**src/rtl/core/wdo_pkg.sv**
```systemverilog
// Shared constants, types and state encodings of the window disturbance observer.
package wdo_pkg;

   // Field widths and fixed-point format
   localparam int FIELD_W    = 32;
   localparam int FRAC_W     = 16;
   localparam int WINDOW_DEF = 10;

   // Stream word layout
   localparam int REQ_DATA_W = 96;
   localparam int RSP_DATA_W = 32;
   localparam int RSP_USER_W = 2;

   // Bit positions of the result flags in rsp_tuser
   localparam int USER_VALID     = 0;
   localparam int USER_SPAN_ZERO = 1;

   // Saturation limits of the Q16.16 result
   localparam logic [FIELD_W-1:0] SAT_MAX = 32'h7FFF_FFFF;
   localparam logic [FIELD_W-1:0] SAT_MIN = 32'h8000_0000;

   // Top level sequencer
   typedef enum logic [2:0] {
      ST_IDLE,
      ST_EVAL,
      ST_MUL,
      ST_DIV,
      ST_OUT
   } state_type;

   // Divider sequencer
   typedef enum logic [2:0] {
      DIV_IDLE,
      DIV_ABS,
      DIV_CHECK,
      DIV_ITER,
      DIV_SAT
   } div_state_type;

   // Window status seen by the sequencer
   typedef struct packed {
      logic full;
      logic span_zero;
   } win_status_type;

endpackage

```
**src/rtl/core/wdo_window.sv**
```systemverilog
// Sample window shift line with running acceleration sum and last time step.
module wdo_window #(
   parameter int WINDOW = wdo_pkg::WINDOW_DEF,
   parameter int SUM_W  = wdo_pkg::FIELD_W + $clog2(WINDOW)
) (
   input  logic                               clock,
   input  logic                               reset,
   input  logic                               shift_en,
   input  logic [wdo_pkg::FIELD_W-1:0]        sample_time,
   input  logic signed [wdo_pkg::FIELD_W-1:0] velocity,
   input  logic signed [wdo_pkg::FIELD_W-1:0] commanded_accel,
   output wdo_pkg::win_status_type            status,
   output logic [wdo_pkg::FIELD_W-1:0]        span,
   output logic signed [wdo_pkg::FIELD_W:0]   vel_delta,
   output logic signed [SUM_W-1:0]            accel_sum,
   output logic [wdo_pkg::FIELD_W-1:0]        time_step
);
   import wdo_pkg::*;

   localparam int FILL_W = $clog2(WINDOW + 1);

   // Taps, oldest at index 0; all zero after reset stands for the seed sample
   logic [FIELD_W-1:0] time_ff  [WINDOW];
   logic [FIELD_W-1:0] vel_ff   [WINDOW];
   logic [FIELD_W-1:0] accel_ff [WINDOW];

   logic [FILL_W-1:0]       fill_ff, fill_in;
   logic signed [SUM_W-1:0] sum_ff, sum_in;
   logic [FIELD_W-1:0]      step_ff, step_in;
   logic signed [SUM_W-1:0] old_accel_ext, new_accel_ext;

   // Next values: the oldest word leaves the sum as the new one enters
   always_comb begin
      old_accel_ext = SUM_W'(signed'(accel_ff[0]));
      new_accel_ext = SUM_W'(commanded_accel);
      sum_in        = sum_ff - old_accel_ext + new_accel_ext;
      step_in       = sample_time - time_ff[WINDOW-1];
      fill_in       = (fill_ff == FILL_W'(WINDOW)) ? fill_ff : fill_ff + 1'b1;
   end

   // Shift line and counters
   always_ff @(posedge clock) begin
      if (reset) begin
         for (int i = 0; i < WINDOW; i++) begin
            time_ff[i]  <= '0;
            vel_ff[i]   <= '0;
            accel_ff[i] <= '0;
         end
         fill_ff <= FILL_W'(1);
         sum_ff  <= '0;
         step_ff <= '0;
      end else if (shift_en) begin
         for (int i = 0; i < WINDOW - 1; i++) begin
            time_ff[i]  <= time_ff[i+1];
            vel_ff[i]   <= vel_ff[i+1];
            accel_ff[i] <= accel_ff[i+1];
         end
         time_ff[WINDOW-1]  <= sample_time;
         vel_ff[WINDOW-1]   <= velocity;
         accel_ff[WINDOW-1] <= commanded_accel;
         fill_ff            <= fill_in;
         sum_ff             <= sum_in;
         step_ff            <= step_in;
      end
   end

   // Window figures for the estimate
   assign span             = time_ff[WINDOW-1] - time_ff[0];
   assign vel_delta        = signed'({vel_ff[WINDOW-1][FIELD_W-1], vel_ff[WINDOW-1]})
                           - signed'({vel_ff[0][FIELD_W-1], vel_ff[0]});
   assign accel_sum        = sum_ff;
   assign time_step        = step_ff;
   assign status.full      = (fill_ff == FILL_W'(WINDOW));
   assign status.span_zero = (span == '0);

endmodule

```
**src/rtl/core/wdo_mul.sv**
```systemverilog
// Bit-serial signed multiplier forming the Q32.32 numerator, one step bit per cycle.
module wdo_mul #(
   parameter int SUM_W = wdo_pkg::FIELD_W + $clog2(wdo_pkg::WINDOW_DEF),
   parameter int NUM_W = SUM_W + wdo_pkg::FIELD_W + 1
) (
   input  logic                               clock,
   input  logic                               reset,
   input  logic                               start,
   input  logic signed [SUM_W-1:0]            accel_sum,
   input  logic [wdo_pkg::FIELD_W-1:0]        time_step,
   input  logic signed [wdo_pkg::FIELD_W:0]   vel_delta,
   output logic                               done,
   output logic signed [NUM_W-1:0]            numer
);
   import wdo_pkg::*;

   localparam int CNT_W = $clog2(FIELD_W + 1);

   logic                    busy_ff, busy_in;
   logic                    done_ff, done_in;
   logic [CNT_W-1:0]        cnt_ff, cnt_in;
   logic [FIELD_W-1:0]      mplier_ff, mplier_in;
   logic signed [NUM_W-1:0] acc_ff, acc_in;
   logic signed [NUM_W-1:0] sum_ext, dv_ext;

   // MSB-first shift and add, then a final step takes off the velocity change
   always_comb begin
      sum_ext   = NUM_W'(accel_sum);
      dv_ext    = NUM_W'(vel_delta) <<< FRAC_W;
      busy_in   = busy_ff;
      done_in   = 1'b0;
      cnt_in    = cnt_ff;
      mplier_in = mplier_ff;
      acc_in    = acc_ff;
      if (start) begin
         busy_in   = 1'b1;
         cnt_in    = '0;
         mplier_in = time_step;
         acc_in    = '0;
      end else if (busy_ff) begin
         if (cnt_ff == CNT_W'(FIELD_W)) begin
            acc_in  = acc_ff - dv_ext;
            busy_in = 1'b0;
            done_in = 1'b1;
         end else begin
            acc_in    = (acc_ff <<< 1) + (mplier_ff[FIELD_W-1] ? sum_ext : '0);
            mplier_in = mplier_ff << 1;
            cnt_in    = cnt_ff + 1'b1;
         end
      end
   end

   // Control registers
   always_ff @(posedge clock) begin
      if (reset) begin
         busy_ff <= 1'b0;
         done_ff <= 1'b0;
         cnt_ff  <= '0;
      end else begin
         busy_ff <= busy_in;
         done_ff <= done_in;
         cnt_ff  <= cnt_in;
      end
   end

   // Datapath registers
   always_ff @(posedge clock) begin
      mplier_ff <= mplier_in;
      acc_ff    <= acc_in;
   end

   assign done  = done_ff;
   assign numer = acc_ff;

endmodule

```
**src/rtl/core/wdo_div.sv**
```systemverilog
// Restoring divider by the window span, one quotient bit per cycle, with saturation.
module wdo_div #(
   parameter int NUM_W = wdo_pkg::FIELD_W + $clog2(wdo_pkg::WINDOW_DEF) + wdo_pkg::FIELD_W + 1
) (
   input  logic                        clock,
   input  logic                        reset,
   input  logic                        start,
   input  logic signed [NUM_W-1:0]     numer,
   input  logic [wdo_pkg::FIELD_W-1:0] span,
   output logic                        done,
   output logic [wdo_pkg::FIELD_W-1:0] quotient
);
   import wdo_pkg::*;

   localparam int HI_W  = NUM_W - FIELD_W;
   localparam int CNT_W = $clog2(FIELD_W);

   div_state_type      state_ff, state_in;
   logic               done_ff, done_in;
   logic               neg_ff, neg_in;
   logic               ovf_ff, ovf_in;
   logic [NUM_W-1:0]   mag_ff, mag_in;
   logic [FIELD_W-1:0] rem_ff, rem_in;
   logic [FIELD_W-1:0] low_ff, low_in;
   logic [FIELD_W-1:0] quo_ff, quo_in;
   logic [FIELD_W-1:0] res_ff, res_in;
   logic [CNT_W-1:0]   cnt_ff, cnt_in;
   logic [FIELD_W:0]   trial;
   logic               qbit;

   // Sequencer and datapath next values
   always_comb begin
      state_in = state_ff;
      done_in  = 1'b0;
      neg_in   = neg_ff;
      ovf_in   = ovf_ff;
      mag_in   = mag_ff;
      rem_in   = rem_ff;
      low_in   = low_ff;
      quo_in   = quo_ff;
      res_in   = res_ff;
      cnt_in   = cnt_ff;
      trial    = {rem_ff, low_ff[FIELD_W-1]};
      qbit     = (trial >= {1'b0, span});
      case (state_ff)
         DIV_IDLE: begin
            if (start) begin
               mag_in   = numer;
               state_in = DIV_ABS;
            end
         end
         DIV_ABS: begin
            neg_in   = mag_ff[NUM_W-1];
            mag_in   = mag_ff[NUM_W-1] ? -mag_ff : mag_ff;
            state_in = DIV_CHECK;
         end
         DIV_CHECK: begin
            // high part not below the span means a quotient of 2^32 or more
            ovf_in = (mag_ff[NUM_W-1:FIELD_W] >= HI_W'(span));
            rem_in = mag_ff[FIELD_W +: FIELD_W];
            low_in = mag_ff[FIELD_W-1:0];
            quo_in = '0;
            cnt_in = '0;
            state_in = ovf_in ? DIV_SAT : DIV_ITER;
         end
         DIV_ITER: begin
            rem_in = qbit ? FIELD_W'(trial - {1'b0, span}) : trial[FIELD_W-1:0];
            quo_in = {quo_ff[FIELD_W-2:0], qbit};
            low_in = low_ff << 1;
            cnt_in = cnt_ff + 1'b1;
            if (cnt_ff == CNT_W'(FIELD_W - 1)) begin
               state_in = DIV_SAT;
            end
         end
         DIV_SAT: begin
            if (!neg_ff) begin
               res_in = (ovf_ff || quo_ff[FIELD_W-1]) ? SAT_MAX : quo_ff;
            end else if (ovf_ff || (quo_ff[FIELD_W-1] && (|quo_ff[FIELD_W-2:0]))) begin
               res_in = SAT_MIN;
            end else begin
               res_in = -quo_ff;
            end
            done_in  = 1'b1;
            state_in = DIV_IDLE;
         end
         default: begin
            state_in = DIV_IDLE;
         end
      endcase
   end

   // Control registers
   always_ff @(posedge clock) begin
      if (reset) begin
         state_ff <= DIV_IDLE;
         done_ff  <= 1'b0;
         cnt_ff   <= '0;
      end else begin
         state_ff <= state_in;
         done_ff  <= done_in;
         cnt_ff   <= cnt_in;
      end
   end

   // Datapath registers
   always_ff @(posedge clock) begin
      neg_ff <= neg_in;
      ovf_ff <= ovf_in;
      mag_ff <= mag_in;
      rem_ff <= rem_in;
      low_ff <= low_in;
      quo_ff <= quo_in;
      res_ff <= res_in;
   end

   assign done     = done_ff;
   assign quotient = res_ff;

endmodule

```
**src/rtl/core/window_disturbance_observer.sv**
```systemverilog
// Window disturbance observer top level: stream ports, sequencer and result register.
//
// Every sample word taken on req_ gives exactly one result word on rsp_. Until the window
// holds WINDOW samples (the reset seed counts as one) the result is zero with
// estimate_valid low; a zero time span gives zero with span_zero high. Otherwise the
// estimate is (sum of window accelerations * last time step - velocity change) / span in
// signed Q16.16, truncated toward zero and saturated to 32 bits. A sample is taken only
// while the block is idle. A full estimate passes through the bit-serial multiplier
// (shift and add over the time step bits, then an adjust step for the velocity change)
// and the bit-serial divider (sign, range check, quotient bits and saturation), each
// working one bit per cycle. The output register holds one finished word, so the next
// sample is taken while that word waits for rsp_tready.
module window_disturbance_observer #(
   parameter int WINDOW = wdo_pkg::WINDOW_DEF
) (
   input  logic                             clock,
   input  logic                             reset,
   // sample_time [31:0], velocity [63:32], commanded_accel [95:64]
   input  logic                             req_tvalid,
   output logic                             req_tready,
   input  logic [wdo_pkg::REQ_DATA_W-1:0]   req_tdata,
   // disturbance [31:0]
   output logic                             rsp_tvalid,
   input  logic                             rsp_tready,
   output logic [wdo_pkg::RSP_DATA_W-1:0]   rsp_tdata,
   // estimate_valid [0], span_zero [1]
   output logic [wdo_pkg::RSP_USER_W-1:0]   rsp_tuser
);
   import wdo_pkg::*;

   localparam int SUM_W = FIELD_W + $clog2(WINDOW);
   localparam int NUM_W = SUM_W + FIELD_W + 1;

   state_type               state_ff, state_in;
   logic                    rsp_valid_ff, rsp_valid_in;
   logic [RSP_DATA_W-1:0]   rsp_data_ff, rsp_data_in;
   logic [RSP_USER_W-1:0]   rsp_user_ff, rsp_user_in;
   logic [RSP_DATA_W-1:0]   res_data_ff, res_data_in;
   logic [RSP_USER_W-1:0]   res_user_ff, res_user_in;

   logic                    shift_en;
   logic                    mul_start, mul_done;
   logic                    div_start, div_done;
   win_status_type          win_status;
   logic [FIELD_W-1:0]      span;
   logic signed [FIELD_W:0] vel_delta;
   logic signed [SUM_W-1:0] accel_sum;
   logic [FIELD_W-1:0]      time_step;
   logic signed [NUM_W-1:0] numer;
   logic [FIELD_W-1:0]      quotient;

   assign req_tready = (state_ff == ST_IDLE);
   assign shift_en   = req_tvalid && req_tready;

   wdo_window #(
      .WINDOW (WINDOW),
      .SUM_W  (SUM_W)
   ) u_window (
      .clock           (clock),
      .reset           (reset),
      .shift_en        (shift_en),
      .sample_time     (req_tdata[FIELD_W-1:0]),
      .velocity        (req_tdata[2*FIELD_W-1:FIELD_W]),
      .commanded_accel (req_tdata[3*FIELD_W-1:2*FIELD_W]),
      .status          (win_status),
      .span            (span),
      .vel_delta       (vel_delta),
      .accel_sum       (accel_sum),
      .time_step       (time_step)
   );

   wdo_mul #(
      .SUM_W (SUM_W),
      .NUM_W (NUM_W)
   ) u_mul (
      .clock     (clock),
      .reset     (reset),
      .start     (mul_start),
      .accel_sum (accel_sum),
      .time_step (time_step),
      .vel_delta (vel_delta),
      .done      (mul_done),
      .numer     (numer)
   );

   wdo_div #(
      .NUM_W (NUM_W)
   ) u_div (
      .clock    (clock),
      .reset    (reset),
      .start    (div_start),
      .numer    (numer),
      .span     (span),
      .done     (div_done),
      .quotient (quotient)
   );

   // Sequencer and output register next values
   always_comb begin
      state_in     = state_ff;
      res_data_in  = res_data_ff;
      res_user_in  = res_user_ff;
      mul_start    = 1'b0;
      div_start    = 1'b0;
      rsp_valid_in = rsp_valid_ff && !rsp_tready;
      rsp_data_in  = rsp_data_ff;
      rsp_user_in  = rsp_user_ff;
      case (state_ff)
         ST_IDLE: begin
            if (shift_en) begin
               state_in = ST_EVAL;
            end
         end
         ST_EVAL: begin
            res_data_in = '0;
            res_user_in = '0;
            if (!win_status.full) begin
               state_in = ST_OUT;
            end else if (win_status.span_zero) begin
               res_user_in[USER_VALID]     = 1'b1;
               res_user_in[USER_SPAN_ZERO] = 1'b1;
               state_in                    = ST_OUT;
            end else begin
               mul_start = 1'b1;
               state_in  = ST_MUL;
            end
         end
         ST_MUL: begin
            if (mul_done) begin
               div_start = 1'b1;
               state_in  = ST_DIV;
            end
         end
         ST_DIV: begin
            if (div_done) begin
               res_data_in             = quotient;
               res_user_in             = '0;
               res_user_in[USER_VALID] = 1'b1;
               state_in                = ST_OUT;
            end
         end
         ST_OUT: begin
            // hand over once the output register is free or being emptied
            if (!rsp_valid_ff || rsp_tready) begin
               rsp_valid_in = 1'b1;
               rsp_data_in  = res_data_ff;
               rsp_user_in  = res_user_ff;
               state_in     = ST_IDLE;
            end
         end
         default: begin
            state_in = ST_IDLE;
         end
      endcase
   end

   // Control registers
   always_ff @(posedge clock) begin
      if (reset) begin
         state_ff     <= ST_IDLE;
         rsp_valid_ff <= 1'b0;
      end else begin
         state_ff     <= state_in;
         rsp_valid_ff <= rsp_valid_in;
      end
   end

   // Result payload registers
   always_ff @(posedge clock) begin
      res_data_ff <= res_data_in;
      res_user_ff <= res_user_in;
      rsp_data_ff <= rsp_data_in;
      rsp_user_ff <= rsp_user_in;
   end

   assign rsp_tvalid = rsp_valid_ff;
   assign rsp_tdata  = rsp_data_ff;
   assign rsp_tuser  = rsp_user_ff;

   // A result without an estimate carries zero and no span flag
   a_no_estimate_zero: assert property (@(posedge clock) disable iff (reset)
      rsp_tvalid && !rsp_tuser[USER_VALID] |-> (rsp_tdata == '0) && !rsp_tuser[USER_SPAN_ZERO])
      else $error("result without estimate is not zero");

   // A zero span forces a zero disturbance
   a_span_zero_data: assert property (@(posedge clock) disable iff (reset)
      rsp_tvalid && rsp_tuser[USER_SPAN_ZERO] |-> (rsp_tdata == '0))
      else $error("zero span result carries data");

   // Once a sample is taken the block stops taking more
   a_one_at_a_time: assert property (@(posedge clock) disable iff (reset)
      shift_en |=> !req_tready)
      else $error("second sample taken while busy");

   // The multiplier only finishes while the sequencer waits for it
   a_mul_done_state: assert property (@(posedge clock) disable iff (reset)
      mul_done |-> (state_ff == ST_MUL))
      else $error("multiplier finished outside its phase");

endmodule
```
**config.mk**
```make
export PLATFORM = sky130hd
export DESIGN_NAME = window_disturbance_observer
export DESIGN_NICKNAME = d
export VERILOG_FILES = /design/src/rtl/core/wdo_pkg.sv /design/src/rtl/core/wdo_window.sv /design/src/rtl/core/wdo_mul.sv /design/src/rtl/core/wdo_div.sv /design/src/rtl/core/window_disturbance_observer.sv
export SDC_FILE = /design/constraint.sdc
export NUM_CORES = 2
export LEC_CHECK = 0
export BUFFER_PORTS_ARGS = -buffer_cell sky130_fd_sc_hd__buf_4
export CAP_MARGIN = 10
export CORE_MARGIN = 2
export CORE_UTILIZATION = 63
export DETAILED_ROUTE_END_ITERATION = 12
export PLACE_DENSITY = 0.87
export SLEW_MARGIN = 20
export SYNTH_ARGS = -nofsm -noshare
export SYNTH_HDL_FRONTEND = slang
export SYNTH_SLANG_ARGS = --single-unit
```
**constraint.sdc**
```tcl
create_clock -name clock -period 27.9 [get_ports clock]
set_input_delay 2.79 -clock clock [delete_from_list [all_inputs] [get_ports clock]]
set_output_delay 2.79 -clock clock [all_outputs]
set_load 0.05 [all_outputs]
```
======== Word level (Yosys, flattened, before mapping) ========
Memories as Yosys holds them, arrays and structs flattened.
Cells that the tools add are included.
word-level totals
  logic and storage cells ................. 202
  output and inout port bits .............. 36
  memories ................................ 3
  register bits ........................... 461
  bits in writable memories ............... 960
  input port bits ......................... 100
memory list
  name               words  bits a word  read ports  clocked after Yosys merged registers in  wr ports  RTL line          source
  u_window.accel_ff  10     32           10          0                                        10        wdo_window.sv:25  logic [FIELD_W-1:0] accel_ff [WINDOW];
  u_window.time_ff   10     32           10          0                                        10        wdo_window.sv:23  logic [FIELD_W-1:0] time_ff [WINDOW];
  u_window.vel_ff    10     32           10          0                                        10        wdo_window.sv:24  logic [FIELD_W-1:0] vel_ff [WINDOW];
operators by class
  $add $sub $neg .......................... 13
  equality and inequality tests ........... 19
  multiplexer cells ....................... 80
  $lt $le $gt $ge ......................... 2
  reduce and logical (&&, ||, !) cells .... 27
  bitwise logic cells ..................... 33
operator list
  cell                                                             count
  32-bit 2-to-1 mux                                                38
  69-bit 2-to-1 mux                                                4
  32-bit case mux with 2 select lines                              4
  69-bit case mux with 2 select lines                              1
  32-bit subtractor                                                3
  69-bit adder                                                     1
  69-bit negation                                                  1
  69-bit by 49-bit subtractor with 69-bit output                   1
  37-bit by 32-bit greater-or-equal comparator with 1-bit output   1
  36-bit by 32-bit adder with 36-bit output                        1
  36-bit by 32-bit subtractor with 36-bit output                   1
  33-bit by 32-bit greater-or-equal comparator with 1-bit output   1
  32-bit by 32-bit subtractor with 33-bit output                   1
  32-bit logical NOT                                               1
  32-bit negation                                                  1
  31-bit OR reduction                                              1
  1-bit bitwise OR                                                 30
  3-bit 2-to-1 mux                                                 9
  1-bit 2-to-1 mux                                                 17
  3-bit case mux with 5 select lines                               1
  2-bit AND reduction                                              7
  3-bit by 2-bit == test with 1-bit output, second input constant  4
  3-bit case mux with 4 select lines                               1
  2-bit by 1-bit != test with 1-bit output, second input constant  5
  other kinds (22)                                                 39

======== Depth between registers and ports, before layout ========
An unclocked memory read counts as a cell.
  depth in word-level cells ............... 8
  mapped depth ............................ 28
  depth with buffers taken out ............ 27

======== Hierarchy ========
A second synthesis with hierarchy kept.
second synthesis, totals
  cell total of the unflattened synthesis .. 6586
  area, all modules ....................... 73566.8 sq um
by module, submodules not included
  module                       cells each  area each (sq um)  seq. area each (sq um)  instances
  wdo_window                   3426        45493.6            30269.0                 1
  wdo_div                      1348        13121.3            6155.9                  1
  wdo_mul                      1670        12375.6            2502.4                  1
  window_disturbance_observer  142         2576.2             2122.0                  1

======== Worst setup path after synthesis ========
Ideal clock, no wire load.
  path kind ............................... in2reg
  from .................................... input req_tvalid
  to ...................................... memory u_window.accel_ff[0][0], enable pin
  path buffers ............................ 1
  library setup time ...................... 1300 ps
  required time ........................... 26600 ps
  arrival time ............................ 21724 ps
  stages on the path ...................... 4
  slack ................................... 4877 ps
  path through ............................ and2_1 > clkbuf_1 > nor2_1 > inv_1
RTL lines
  item         RTL line                           source
  from (decl)  window_disturbance_observer.sv:19  input logic req_tvalid,
  to (decl)    wdo_window.sv:25

==> results.cfg <==
[outcome]
status = completed

[sta]
setup_viol = 0
skew_ns = 0.0393
fin_crit_sh_pct = 35.9
timing.final.max_slew_violations = 0
rsz0062_at_grt = no
period_needed_ns = 10.02
worst_slew_pin_slew_ns = 1.12
clock.fmax_mhz = 99.8
slew_headroom_pct = 23.3
hold_viol_final = 0
setup_tns_ns = 0

[power]
clkPwrFrac_pct = 32.4
p_seq_share_pct = 42.1
cellLeakagePower_nw = 31.7
ir_worst_vdd_mv = 0.0867
p_comb_share_pct = 25.5
finalPower_mw = 6.22
p_int_mw = 4.32
swShare_pct = 30.6
p_per_area_nw_per_um2 = 78.7
switching_power_mw = 1.90

[run]
maxCapViolCount = 0

[clock_network]
h-tree-depth = 4
cts_setup_buffers = 0
cts_max_path_buffers = 3
clock-sinks = 1421
clkTransAtPathRegs_ns = 0.06
clock_latency_ns = 0.78
cts_resized = 0
tritoncts = built
holdBufCountCts = 0
numCtsBuffers = 145
cts-root-buf = clkbuf_16

[placed_design]
finalWeightedCongestion = 0.945
place_hpwl_um = 102000
numPortBuffers = 135
place_area_um2 = 74000

[synth]
seq_area_frac_synth_pct = 57.2
synth_xor_area_share_pct = 3.24
synth_top_family_by_area = simple AND/OR/NAND/NOR gates
synth_edf_count = 1259
synth_fp_nets = 6779
netlist_area_um2 = 71800
synthAdderAreaFrac_pct = 6.38
avgSynthCellArea_um2 = 11.3
netlist_top_cells_area = edfxtp_1, and2_1, ha_1
synthFlopType = edfxtp_1
yosys.area.top_type = edfxtp_1
synth_simple_gate_area_share_pct = 17.8
ys_warn_count = 0
synth_mux_area_share_pct = 0.962
yosys_register_bits = 1421
ys_types = 85
synth_top_area_share_pct = 52.7
syn_inst = 6340
synth_compound_area_share_pct = 11.0
synthArstFlopShare_pct = 0

[route]
wl_per_cell_um = 19.1
num_vias = 48100
antenna_left = 0
drc_errors = 0
drt_iter0_markers = 4609
drt_wl_total_um = 153000
avgViaCountPerCell = 6.01
firstDrtPassIters = 6

[worst_setup_path]
cp-startpoint = req_tvalid
regToRegEndpoint = u_window.vel_ff[0][30]
critPathLaunchType = primary input
critical_path_class = in2reg
rrSetupSlack_ns = 19.07
arrival_ns = 10.39
path_cells = buf_4 -> and2_2 -> buf_4 -> nor2_1 -> inv_8 -> buf_12 -> buf_4 -> buf_4 -> buf_4 -> buf_4 -> buf_4
slowest_delay_ns = 0.96
slowest_stage = buf_4
cp.required_ns = 28.27
r2r-start = state_ff[1]
crit_path_frequent_cell = buf_4
endpoint = u_window.vel_ff[0][30]
crit_path_max_fanout = 199
worstSetupEndpointType = flip-flop
reg2reg_depth = 11

[die]
fp.dieArea_um2 = 117000
die_w_um = 342
start_util_pct = 63.6
io_pins = 136
placementRows = 123
die_h_um = 342
core_area_um2 = 113000

[global_route]
grt_pass1_vias = 46100
antenna_found_initial = 8
grt_pass1_wl_um = 242000
grt_overflow_total = 0
grt_util_all_layers_pct = 26.0
grt_start_max_net_pins = 200

[min_path]
hold_class = reg2reg

[layout]
stdcell_area_um2 = 79000
fin_nets = 6826
n_fill_cell = 7435
syn_to_final_growth_pct = 10.1
drive_gt1_share_pct = 7.61
worst min path at each step:
stage / startpoint / cells past startpoint / slack, ns / to
final: res_user_ff[0] / 0 / 0.42 / rsp_tuser[0]
after detailed placement: res_data_ff[24] / 0 / 0.41 / rsp_tdata[24]
after global placement: res_data_ff[10] / 0 / 0.40 / rsp_tdata[10]
after global routing: res_data_ff[19] / 0 / 0.42 / rsp_tdata[19]
after floorplan: res_data_ff[0] / 0 / 0.40 / rsp_tdata[0]
after CTS: res_data_ff[24] / 0 / 0.42 / rsp_tdata[24]
area by class of cell:
type                            count  area, µm²  area share [%]
Clock inverter                     90       1170            1.48
Clock buffer                      174       3790            4.80
Antenna cell                        3       7.51         0.00950
Multi-Input combinational cell   4274      28400            35.9
Tap cell                         1500       1880            2.38
Timing Repair Buffer              179       1360            1.72
Sequential cell                  1421      41100            52.0
Inverter                          366       1380            1.75
placed cells by master, fill, tap and decap left out, types with 36 or more instances in the layout:
master     netlist  routed
xnor2_1        154     154
nand2_1        451     448
and2_1         956     954
ha_1           298     298
nor2_1         348     344
a21oi_1        334     334
or3_1           59      59
fa_1            41      41
nand2b_1        37      36
edfxtp_1      1259    1259
dfxtp_1        162     160
nor3_1         122     122
nor2b_1         50      48
a31oi_1         40      40
o21ai_0        276     274
nand4_1         58      58
nand3_1         89      89
a211oi_1        49      49
clkbuf_16        0     146
and3_1          98      97
o21bai_1        43      43
a21o_1         136     136
xor2_1         107     107
inv_1          366     364
a22o_1          42      42
o21a_1          43      43
buf_4            0     177
o211ai_1        36      36
per-stage QoR:
stage | utilization (%) | std cells | hold slack (ns) | setup WS (ns)
after floorplan | - | 6340 | 0.400 | 4.88
after global placement | 65.6 | 7740 | 0.401 | 17.41
after detailed placement | 65.6 | 7740 | 0.406 | 17.23
after CTS | 70.0 | 8004 | 0.419 | 18.02
after global routing | 70.0 | 8005 | 0.422 | 17.41
final | 70.0 | 8007 | 0.419 | 17.88
sequential cells by signal (all words and copies together) (netlist names), 36 cells and up:
name,flops
u_window.accel_sum,36
u_window.vel_ff,320
u_window.time_ff,320
u_mul.numer,69
u_div.mag_ff,69
u_window.accel_ff,320
synthesized netlist by cell type, types with 12 or more instances:
cell type / count
or4_1: 12
a31oi_1: 40
o21a_1: 43
and3_1: 98
buf_1: 14
nor2b_1: 50
a32o_1: 16
o31ai_1: 33
o21bai_1: 43
o311ai_0: 25
or3_1: 59
a211oi_1: 49
and2_1: 956
mux2_2: 32
nor2_1: 348
nand4_1: 58
nand2b_1: 37
a22o_1: 42
a21o_1: 136
nand2_1: 451
xnor2_1: 154
clkbuf_1: 262
edfxtp_1: 1259
nor3_1: 122
mux2i_1: 33
or2_2: 20
a21oi_1: 334
inv_1: 366
o211ai_1: 36
nor4_1: 29
dfxtp_1: 162
ha_1: 298
o21ai_0: 276
nand3_1: 89
fa_1: 41
o22ai_1: 19
xor2_1: 107
kinds of logic (layout without fill, tap and decap cells):
group,count (synthesis),after routing
buf+inv,645,809
other cells,0,3
xor+xnor,263,263
fa+ha+maj,342,342
mux,65,65
flops,1421,1421
simple gates,2379,2379
compound gates,1225,1225
metal layers:
| layer | routed length, µm | share of wire [%] | track usage (%) | up-vias |
|---|---|---|---|---|
| li1 | - | - | - | 22800 |
| met1 | 65400 | 43 | 36.0 | 23200 |
| met2 | 72400 | 47 | 41.7 | 1750 |
| met3 | 9520 | 6.2 | 3.61 | 359 |
| met4 | 5700 | 3.7 | 10.4 | 2 |
| met5 | 15 | 0.0098 | 0 | - |
power by group through the flow:
stage	clock, mW	combinational, mW	sequential [mW]
after global placement	0	1.49	2.65
after floorplan	0	1.20	2.72
after CTS	2.04	1.56	2.62
after global routing	2.12	1.75	2.63
after detailed placement	0	1.54	2.66
final	2.01	1.59	2.62
worst max-delay path, delay by kind of cell:
family                 cells  cell delay, ns
buffers and inverters      9            6.38
and+or+nand+nor            2            0.52
(Power assumes the default switching activity.)
